<file path="src/rtl/core/assert_macros.svh">
// Assertion helpers used by the scheduler core.
`ifndef ASSERT_MACROS_SVH
`define ASSERT_MACROS_SVH

// A property that must hold at every clock edge outside reset.
`define RFS_ASSERT(label, clk, rstn, prop) \
    label: assert property (@(posedge clk) disable iff (!rstn) (prop)) \
        else $error("rfs assertion failed");

// An implication checked in the same cycle.
`define RFS_ASSERT_IMP(label, clk, rstn, ante, cons) \
    label: assert property (@(posedge clk) disable iff (!rstn) (ante) |-> (cons)) \
        else $error("rfs assertion failed");

`endif

</file>
<file path="src/rtl/core/rfs_ram.sv">
module rfs_ram #(
    parameter int WIDTH = 64,
    parameter int DEPTH = 64
) (
    input  logic                     aclk,
    input  logic                     we,
    input  logic [$clog2(DEPTH)-1:0] waddr,
    input  logic [WIDTH-1:0]         wdata,
    input  logic [$clog2(DEPTH)-1:0] raddr,
    output logic [WIDTH-1:0]         rdata
);
    logic [WIDTH-1:0] mem [DEPTH];

    always_ff @(posedge aclk) begin
        if (we) begin
            mem[waddr] <= wdata;
        end
        rdata <= mem[raddr];
    end
endmodule

</file>
<file path="config.mk">
export PLATFORM = sky130hd
export DESIGN_NAME = rfs_ram
export DESIGN_NICKNAME = d
export VERILOG_FILES = /design/src/rtl/core/assert_macros.svh /design/src/rtl/core/rfs_ram.sv
export SDC_FILE = /design/constraint.sdc
export NUM_CORES = 2
export LEC_CHECK = 0
export BUFFER_PORTS_ARGS = -buffer_cell sky130_fd_sc_hd__buf_2
export CAP_MARGIN = 20
export CORE_MARGIN = 3
export CORE_UTILIZATION = 45
export DETAILED_ROUTE_END_ITERATION = 8
export PLACE_DENSITY = 0.7
export SLEW_MARGIN = 10
export SYNTH_ARGS = -nofsm -noshare
export SYNTH_HDL_FRONTEND = slang
export SYNTH_SLANG_ARGS = --single-unit
</file>
<file path="constraint.sdc">
create_clock -name aclk -period 14.7 [get_ports aclk]
set_clock_uncertainty 0.15 [all_clocks]
set_input_delay 0 -clock aclk [delete_from_list [all_inputs] [get_ports aclk]]
set_output_delay 0 -clock aclk [all_outputs]
set_load 0.02 [all_outputs]
</file>
## Word level (Yosys, flattened, before mapping)

Memory sizes are Yosys's and may differ from the RTL's. A register that Yosys moved wholly into a read port is not among the register bits.
Index checks and enable logic that the tools add are counted.
Widths: inputs -> output; s select.

| word-level totals | value |
|---|---|
| memories kept | 1 |
| RAM bits | 4096 |
| input bits | 78 |
| register bits | 0 |
| output and inout bits | 64 |
| logic and storage cells | 3 |

Memories:

| name | words | bits a word | rd ports | clocked after memory_dff | write ports | line | RTL |
|---|---|---|---|---|---|---|---|
| mem | 64 | 64 | 1 | 1 | 1 | rfs_ram.sv:12 | `logic [WIDTH-1:0] mem [DEPTH];` |

| cells by class | value |
|---|---|
| mux-type cells | 2 |

Operators by type and width:

| cell | count |
|---|---|
| $mux 1 | 2 |

## Depth between registers and ports, before layout

| depth | value |
|---|---|
| depth after elaboration | 2 |
| mapped depth | 9 |
| depth with buffers taken out | 5 |

## Worst setup path after synthesis

OpenSTA, ideal clock, no wires.

| timing path | value |
|---|---|
| kind | input-to-reg |
| start point | input waddr[3] |
| end point | memory mem[48][0] (enable) |
| path buffers | 1 |
| path slack | 9.114 ns |
| arrival time | 4.872 ns |
| required time | 13.986 ns |
| library setup time | 0.564 ns |
| cell stages on the path | 4 |
| cells stage by stage | clkbuf_1 > nor2b_1 > nand4b_1 > nor3_1 |

RTL lines:

| what | line | RTL |
|---|---|---|
| start, declared | rfs_ram.sv:7 | `input logic [$clog2(DEPTH)-1:0] waddr,` |
| end, declared | rfs_ram.sv:12 |  |

No word-level cell before the write port.

==> metrics.yaml <==
fin_crit_sh: 0.351
synthDominantCellAreaShare: 0.787
synth_top_family_by_area: "multiplexers"
crit_chain: "dlygate4sd3_1, buf_8, buf_4, buf_4, buf_4, buf_4, mux4_2, a22oi_1, nand3_1, and3_1, dlygate4sd3_1"
grt_pass1_vias: 76200
antenna_found_initial: 28
ys_seq_elements: 4160
placed_cells: 11100
ctsHoldBuffers: 81
setup_tns_ps: 0
r2r-start: "mem[13][10]$_DFFE_PP_"
final_layout_size_suffix_gt1_frac: 0.280
synthToLayoutAreaGrowth_pct: 13.6
cts_max_path_buffers: 4
slew_headroom: 0.218
final_common_cell: "edfxtp_1"
syn_inst: 6598
num_io_pins: 142
worst_slew_pin_slew_ps: 1170
power_per_cell_area_nw_per_um2: 138
maxCapViolations: 0
final_cell_mix: "edfxtp_1 (4096), mux4_2 (1024), clkbuf_16 (407)"
r2r_slack_ps: 12080
rsz0062_at_grt: "no"
synth_area_leaders: "edfxtp_1 (79%), mux4_2 (15%), mux2i_1 (0.86%)"
path_max_fanout: 76
p_leak_nw: 55.2
syn_area_um2: 156000
path_common_cell: "buf_4"
cts-root-buf: "clkbuf_16"
synth-seq-area-share: 0.795
final_nets: 7156
drc: 0
cts_buffers: 396
core_um2: 344000
cp.required_ps: 15320
vias: 76500
max_stage_delay_ps: 790
fmax_mhz: 194
crit_start: "raddr[1]"
cts_resized: 0
drv_slew: 0
grt_max_degree: 127
syn_area_per_cell_um2: 23.7
die_h_um: 595
slowest_stage: "buf_4"
synth_adder_area_share: 0
crit_type: "in2reg"
clock-sinks: 4160
grt-ovfl-total: 0
yosysWarnings: 0
ir_worst_vdd_mv: 0.137
status: "finished clean"
dp_hpwl_um: 222000
synth-compound-area-share: 0.0248
clk_latency_ps: 940
endpoint_kind: "flop"
totalPowerFinal_mw: 24.6
track_usage: 0.235
cp-start-kind: "input pin"
yosysTopAreaCell: "edfxtp_1"
crit_arrival_ps: 5770
initial_core_util: 0.454
setup_viol: 0
cts_tree: "built"
holdCritPathClass: "in2reg"
drt_wl_total_um: 420000
crit_path_end: "rdata[10]$_DFF_P_"
die_width_um: 595
die_area_um2: 355000
rr_endpoint: "rdata[10]$_DFF_P_"
rr_worst_depth: 6
place_congestion: 0.782
synth_mux_area_frac: 0.156
period_minus_slack_ps: 5150
drtPass1Iterations: 6
viasPerCell: 6.39
fin_cells: 12000
wire_per_inst_um: 35.1
synthDistinctLibCells: 33
ant_nets: 0
drt_iter0_markers: 11000
yosys.area_share.simple: 0.0124
grt_pass1_wl_um: 593000
port_buffers: 141
synthXorXnorAreaFrac: 0
num_rows: 215
postCtsSetupBuffers: 0
cts.clk_slew.worst_paths_ps: 60
hold_viol: 0
syn_nets: 6676
htreeDepth: 5
[critical path, delay by kind of cell]
family | cells | cell delay, ps
buffers and inverters | 7 | 4520
AND/OR/NAND/NOR | 2 | 410
AO/OA/AOI/OAI | 1 | 230
multiplexers | 1 | 410
[metrics by stage]
step	util	area [µm²]	worst slack [ps]	hold WS (ps)
floorplan	-	156000	9110	-51.1
global placement	0.474	163000	9770	273
detailed placement	0.474	163000	9730	269
CTS	0.514	177000	9570	106
global route	0.516	178000	9380	17.3
finish	0.516	178000	9550	34.5
[how the worst min path moves through the flow]
stage                       from               endpoint  slack, ps  cells past startpoint
2_1_floorplan           wdata[0]    mem[0][0]$_DFFE_PP_        -50                      0
6_report               wdata[29]  mem[49][29]$_DFFE_PP_         30                      2
5_1_grt                wdata[35]  mem[12][35]$_DFFE_PP_         20                      2
4_1_cts                 raddr[3]      rdata[62]$_DFF_P_        110                      6
3_5_place_dp   rdata[54]$_DFF_P_              rdata[54]        270                      1
3_3_place_gp   rdata[39]$_DFF_P_              rdata[39]        270                      1
[final cells by class]
cell class	instances	area, µm²
clock buffer	497	10700
timing repair buffer	452	3740
inverter	19	71.3
clock inverter	223	2330
fill	26000	167000
multi-input combinational	2049	30800
sequential	4160	124000
tap	4557	5700
antenna	12	30.0
[where the power goes]
part	switching, mW	total, mW	internal, mW
Sequential	0.0634	13.2	13.1
Combinational	0.711	1.14	0.425
Clock	4.32	10.3	5.93
Total	5.10	24.6	19.5
[metal layers]
layer,wire length (µm),share of wire,global-route usage,vias up
li1,-,-,-,29500
met1,153000,0.36,0.326,41100
met2,203000,0.48,0.378,5067
met3,47100,0.11,0.0449,855
met4,16500,0.039,0.0807,2
met5,14,0.000033,0,-
[cell families after synthesis]
group	after synthesis
AOI/OAI and AO/OA	504
buffers and inverters	389
DFF	4160
muxes	1159
and+or+nand+nor	386
[cells in the mapped netlist, drive strengths merged]
master   number
a41oi        26
nand3        45
or3b          1
nor2b        28
nand4         2
or2          28
o221ai       38
a2bb2oi      19
a31oi        18
o22ai        83
nor2        112
a22oi       168
a31o          1
a211oi       63
nor3          2
nand3b        2
edfxtp     4096
nand2b       11
mux2i       135
and3         64
mux4       1024
inv          19
or3          29
and2          3
nand4b        1
clkbuf      140
a22o         88
buf         230
nand2        58
dfxtp        64
[sequential cells by signal, indices dropped and copies added, names as in the netlist]
register / flops
mem: 4096
rdata: 64
Note: power is estimated with default switching activity, not from simulation.
