### src/rtl/core/assert_macros.svh
// Assertion helpers used by the scheduler core.
`ifndef ASSERT_MACROS_SVH
`define ASSERT_MACROS_SVH

// A property that must hold at every clock edge outside reset.
`define RFS_ASSERT(label, clk, rstn, prop) \
    label: assert property (@(posedge clk) disable iff (!rstn) (prop)) \
        else $error("rfs assertion failed");

// An implication checked in the same cycle.
`define RFS_ASSERT_IMP(label, clk, rstn, ante, cons) \
    label: assert property (@(posedge clk) disable iff (!rstn) (ante) |-> (cons)) \
        else $error("rfs assertion failed");

`endif

### src/rtl/core/rfs_pkg.sv
package rfs_pkg;

    localparam int MAX_ROWS  = 4096;
    localparam int ROW_W     = 12;
    localparam int CNT_W     = 13;
    localparam int POS_W     = 15;
    localparam int WORD_W    = 64;
    localparam int BIT_W     = 6;
    localparam int NUM_WORDS = MAX_ROWS / WORD_W;
    localparam int WADDR_W   = 6;

    typedef enum logic [2:0] {
        OP_CLEAR     = 3'd0,
        OP_FOCUS     = 3'd1,
        OP_FOCUS_NBR = 3'd2,
        OP_PUT_BACK  = 3'd3,
        OP_NEXT      = 3'd4
    } op_t;

    // Row listed at position p of the priority window.
    function automatic logic [ROW_W-1:0] window_entry(
        input logic [POS_W-1:0] p,
        input logic [ROW_W-1:0] first,
        input logic [ROW_W-1:0] last,
        input logic [ROW_W-1:0] ahead_end
    );
        logic [POS_W-1:0] vp;
        logic [POS_W-1:0] ah;
        logic [POS_W-1:0] q;
        vp = POS_W'(last) - POS_W'(first) + POS_W'(1);
        ah = (ahead_end > last) ? POS_W'(ahead_end - last) : '0;
        if (p < vp) begin
            return first + p[ROW_W-1:0];
        end else if (p < vp + ah) begin
            q = p - vp;
            return last + ROW_W'(1) + q[ROW_W-1:0];
        end else begin
            q = p - vp - ah;
            return first - ROW_W'(1) - q[ROW_W-1:0];
        end
    endfunction

endpackage

### src/rtl/core/rfs_wscan.sv
module rfs_wscan (
    input  logic [rfs_pkg::WORD_W-1:0] taken,
    input  logic                       use_lo,
    input  logic [rfs_pkg::BIT_W-1:0]  lo,
    input  logic                       use_hi,
    input  logic [rfs_pkg::BIT_W-1:0]  hi,
    input  logic [rfs_pkg::BIT_W:0]    lim,
    output logic                       hit,
    output logic [rfs_pkg::BIT_W-1:0]  idx
);
    import rfs_pkg::*;

    logic [WORD_W-1:0] free;

    // A bit is a candidate when it is free and lies inside the scan window.
    always_comb begin
        for (int b = 0; b < WORD_W; b++) begin
            free[b] = !taken[b]
                && (!use_lo || (BIT_W'(b) >= lo))
                && (!use_hi || (BIT_W'(b) < hi))
                && ((BIT_W+1)'(b) < lim);
        end
    end

    always_comb begin
        idx = '0;
        for (int b = WORD_W - 1; b >= 0; b--) begin
            if (free[b]) begin
                idx = BIT_W'(b);
            end
        end
    end

    assign hit = |free;
endmodule

### config.mk
export PLATFORM = sky130hd
export DESIGN_NAME = rfs_wscan
export DESIGN_NICKNAME = d
export VERILOG_FILES = /design/src/rtl/core/assert_macros.svh /design/src/rtl/core/rfs_pkg.sv /design/src/rtl/core/rfs_wscan.sv
export SDC_FILE = /design/constraint.sdc
export NUM_CORES = 1
export LEC_CHECK = 0
export ABC_AREA = 1
export BUFFER_PORTS_ARGS = -buffer_cell sky130_fd_sc_hd__buf_4
export CAP_MARGIN = 20
export CORE_UTILIZATION = 60
export DETAILED_ROUTE_END_ITERATION = 8
export PLACE_DENSITY = 0.89
export SLEW_MARGIN = 20
export SYNTH_ARGS = -nofsm -noshare
export SYNTH_HDL_FRONTEND = slang
export SYNTH_SLANG_ARGS = --single-unit
export TNS_END_PERCENT = 5
### constraint.sdc
create_clock -name vclk -period 9
set_input_delay 1.8 -clock vclk [all_inputs]
set_output_delay 1.8 -clock vclk [all_outputs]
set_load 0.01 [all_outputs]
* Word level (Yosys, flattened, before mapping)
Cells that the tools add are included.
** Storage, ports and cells
- Register bits after elaboration :: 0
- Logic and storage cells :: 643
** Cells by class
- Magnitude comparators :: 192
- Multiplexer cells :: 64
- Reductions and logical operators :: 387
** Operators with widths (count)
- two-way mux 6 bit :: 64
- < comparator 6 x 7 -> 1 bit, first input constant :: 32
- greater-or-equal comparator 6 bit, first input constant :: 32
- logical AND 1 bit :: 192
- < comparator 6 bit, first input constant :: 32
- logical OR 1 bit :: 128
- < comparator 5 x 7 -> 1 bit, first input constant :: 16
- greater-or-equal comparator 5 x 6 -> 1 bit, first input constant :: 16
- < comparator 5 x 6 -> 1 bit, first input constant :: 16
- zero test 1 bit :: 66
- OR reduction 64 bit :: 1
- < comparator 4 x 7 -> 1 bit, first input constant :: 8
- greater-or-equal comparator 4 x 6 -> 1 bit, first input constant :: 8
- < comparator 4 x 6 -> 1 bit, first input constant :: 8
- < comparator 3 x 7 -> 1 bit, first input constant :: 4
- greater-or-equal comparator 3 x 6 -> 1 bit, first input constant :: 4
- < comparator 3 x 6 -> 1 bit, first input constant :: 4
- < comparator 1 x 7 -> 1 bit, first input constant :: 2
- < comparator 2 x 7 -> 1 bit, first input constant :: 2
- greater-or-equal comparator 1 x 6 -> 1 bit, first input constant :: 2
- greater-or-equal comparator 2 x 6 -> 1 bit, first input constant :: 2
- < comparator 1 x 6 -> 1 bit, first input constant :: 2
- < comparator 2 x 6 -> 1 bit, first input constant :: 2

* Longest topological paths before layout
- Depth in word-level cells :: 69
- Mapped depth :: 68

* Worst setup path after synthesis
OpenSTA, ideal clock, no wires.
- Path type :: in2out
- Start :: input port use_lo
- End :: output port idx[0] (netlist bit)
- Data arrival time :: 5128 ps
- Setup slack :: 2072 ps
- Stages :: 62
- Path buffers :: 1
- Path through :: inv_1 buf_2 nor2_1 inv_1 nor2_1 o31ai_1 inv_1 nor4_1 inv_2 nand2_1 nand2_1 nand2_1 nand2_1 nand2_1 nand2_1 nand2_1 nand2_1 nand2_1 (+26 left out) nand2_1 nand2_1 nand2_1 nand2_1 nand2_1 nand2_1 nand2_1 nand2_1 nand2_1 nand2_1 nand2_1 nand2_1 nand2_1 nand2_1 nand2_1 nand2_1 nand2_1 a21oi_2
** On the way
- Cells in the longest elaborated chain, start to end :: 69
** RTL lines
- start: declaration :: line rfs_wscan.sv:3 : input logic use_lo,
- zero test 1 bit (*) :: line rfs_wscan.sv:19 : && (!use_lo || (BIT_W'(b) >= lo))
- logical OR 1 bit :: line rfs_wscan.sv:19
- logical AND 1 bit :: line rfs_wscan.sv:19
- logical AND 1 bit :: line rfs_wscan.sv:20 : && (!use_hi || (BIT_W'(b) < hi))
- logical AND 1 bit :: line rfs_wscan.sv:21 : && ((BIT_W+1)'(b) < lim);
- two-way mux 6 bit (63 in series) :: line rfs_wscan.sv:28 : if (free[b]) begin
- two-way mux 6 bit (*) :: line rfs_wscan.sv:28
- end: declaration :: line rfs_wscan.sv:9 : output logic [rfs_pkg::BIT_W-1:0] idx
Every way passes the cells marked *; elsewhere a longest branch is shown, timed or not.

* Worst setup path in the final report
- Start :: input port lim[1] (netlist bit)
- End :: output port idx[0] (netlist bit)
** On the way
- Cells in the longest elaborated chain, start to end :: 66
** RTL lines
- start: declaration :: line rfs_wscan.sv:7 : input logic [rfs_pkg::BIT_W:0] lim,
- < comparator 6 x 7 -> 1 bit :: line rfs_wscan.sv:21
- logical AND 1 bit :: line rfs_wscan.sv:21
- two-way mux 6 bit (63 in series) :: line rfs_wscan.sv:28
- two-way mux 6 bit (*) :: line rfs_wscan.sv:28
Marked as above.

==> results.yml <==
yosys:
  yosysWarnings: 0
  netlist_area_mm2: 0.00315
  yosys-top-cells-area: "nand2_1 21%, inv_1 17%, nor2_1 16%"
  synthCells: 682
  yosysUniqueCellTypes: 44
  syn_avg_cell_area_um2: 4.61
  syn-num-nets: 767
  synth_top_cell_area_share_pct: 20.6
  seq_area_frac_synth_pct: 0
  synth_top_area_cell: "nand2_1"
floorplan:
  num_rows: 25
  core_mm2: 0.00488
  die_x_um: 74.4
  fp.dieH_um: 74.4
  ios: 92
  die_area_mm2: 0.00554
  start_util_pct: 64.5
cells_and_area:
  layout-drive-gt1-share_pct: 16.2
  clkbuf_count: 0
  seqCellArea_um2: 0
  stdcell_count: 833
  syn_to_final_growth_pct: 22.4
  final_area_mm2: 0.00385
  seq_cell_count: 0
  antennaDiodeCount: 0
  num-nets-final: 853
run_status:
  violations: "design-rule violations"
  status: "finished with violations"
timing:
  fin_tns_setup_ns: 0
  worst-slew-pin-transition_ns: 0.971
  hold_violations: 0
  grt_setup_unrepaired: "no"
  finalSetupViolCount: 0
  worst_hold_slack_ns: 3.99
  min_period_over_period_pct: 89.0
  fmax_ghz: 0.125
  fin_crit_ns: 8.01
  slew_headroom_pct: 34.6
  maxSlewViolCount: 0
power:
  vdd_drop_max_mv: 0.0360
  power_density_mw_per_mm2: 58.5
  leakage_nw: 2.15
  power_w: 0.000225
placement:
  post_dp_cell_area_mm2: 0.00385
  hpwl_um: 11400
  place_inst: 833
  place_congestion: 1.36
  io_buffers: 92
run:
  drv_cap: 0
critical_path:
  critPathCaptureType: "output pin"
  crit_fanout: 5
  crit_path_max_incr_delay_ns: 0.77
  critical_path.slowest_cell: "o21ai_0"
  startpoint_type: "input pin"
  crit_arrival_ns: 6.21
  required_ns: 7.20
  critPathMostFrequentCell: "nand2_1"
  path_class: "in2out"
drt:
  firstDrtPassIters: 9
  vias: 5222
  avgViaCountPerCell: 6.27
  drt-total-wl_um: 14300
  postRouteAntennaNets: 0
  drc: 234
  drtIter0Drc: 1274
  wl_per_cell_um: 17.2
clock_tree:
  post_cts_buffers: 0
  hold_buffers: 0
  post_cts_resized: 0
global_route:
  grt_remaining_overflow: 0
  grt_pass1_vias: 4809
  grt_start_max_net_pins: 14
  grt_util_all_layers_pct: 53.2
  grt_pass1_wl_um: 22400
  antenna_found_initial: 0
worst_hold_path:
  min_path_type: "in2out"
==> cell usage in the layout, fill, tap and decap left out, drive strengths merged, types with 4 or more instances in the layout <==
| master | instances |
|---|---|
| and2 | 4 |
| a221oi | 4 |
| nand3 | 11 |
| inv | 148 |
| nand2 | 180 |
| buf | 93 |
| nor4 | 17 |
| nor3 | 20 |
| o2111ai | 9 |
| a2111oi | 4 |
| o21ai | 49 |
| nor2 | 139 |
| a21oi | 40 |
| a211oi | 11 |
| and3 | 7 |
| a31oi | 7 |
==> stage by stage <==
stage | setup slack (ns) | utilization (%)
global placement | 1.27 | 78.9
CTS | 1.24 | 78.9
global route | 0.436 | 78.9
finish | 0.994 | 78.9
detailed placement | 1.25 | 78.9
floorplan | 2.07 | -
==> area by class of cell <==
class	instances	area (um^2)
Tap cell	67	83.8
Inverter	150	563
Multi-Input combinational cell	523	2510
Timing Repair Buffer	93	698
Fill cell	436	1030
==> synth_stat cells <==
master / n
nand4_1: 2
o311ai_0: 1
nor2_4: 2
o221ai_1: 1
nor4_1: 17
nor2_1: 132
nand2_1: 173
and2_0: 1
a211oi_1: 11
a21boi_0: 2
nor3_2: 1
clkbuf_8: 1
o21ai_0: 48
nor2_2: 5
and2_2: 1
nand3_1: 9
o31ai_1: 3
and3_2: 2
clkbuf_1: 2
buf_6: 4
a21oi_1: 39
nand2_2: 5
o22ai_1: 2
clkinv_1: 2
nand2_4: 2
o21ai_4: 1
and3_1: 5
a21oi_2: 1
buf_2: 2
and2_1: 2
o21a_1: 2
inv_2: 8
o211ai_1: 3
a31oi_1: 7
a22oi_1: 1
inv_1: 140
a311o_1: 1
a221oi_1: 4
a2111o_1: 2
nand4_2: 1
o2111ai_1: 9
nand3_2: 2
nor3_1: 19
a2111oi_0: 4
==> cell families after synthesis <==
family / after synthesis / synth area share [%]
buf+inv: 159 / 20.3
compound gates: 142 / 28.0
simple gates: 381 / 51.7
==> metal layers <==
layer / up-vias / part of all wire, % / GRT usage (%)
li1: 2369 / - / -
met2: 542 / 39 / 78.2
met3: 180 / 17 / 23.7
met1: 2131 / 34 / 61.7
met5: - / 0 / 0
met4: 0 / 10 / 36.3
==> worst paths after layout <==
path | startpoint | end | cells past startpoint
worst min-delay path | taken[0] | idx[0] | 4
worst max-delay path | lim[1] | idx[0] | 59
==> worst max-delay path: cells and delay by family <==
kind                   cells  cell delay, ns
AOI/OAI and AO/OA          2            0.89
and+or+nand+nor           53            2.81
buffers and inverters      4            0.75
==> power breakdown <==
group          leakage (nW)  total (W)  internal, W  switching (W)
combinational          2.15   0.000225    0.0000804       0.000145
clock                     0          0            0              0
sequential                0          0            0              0
Power figures use the tool's default switching activity.
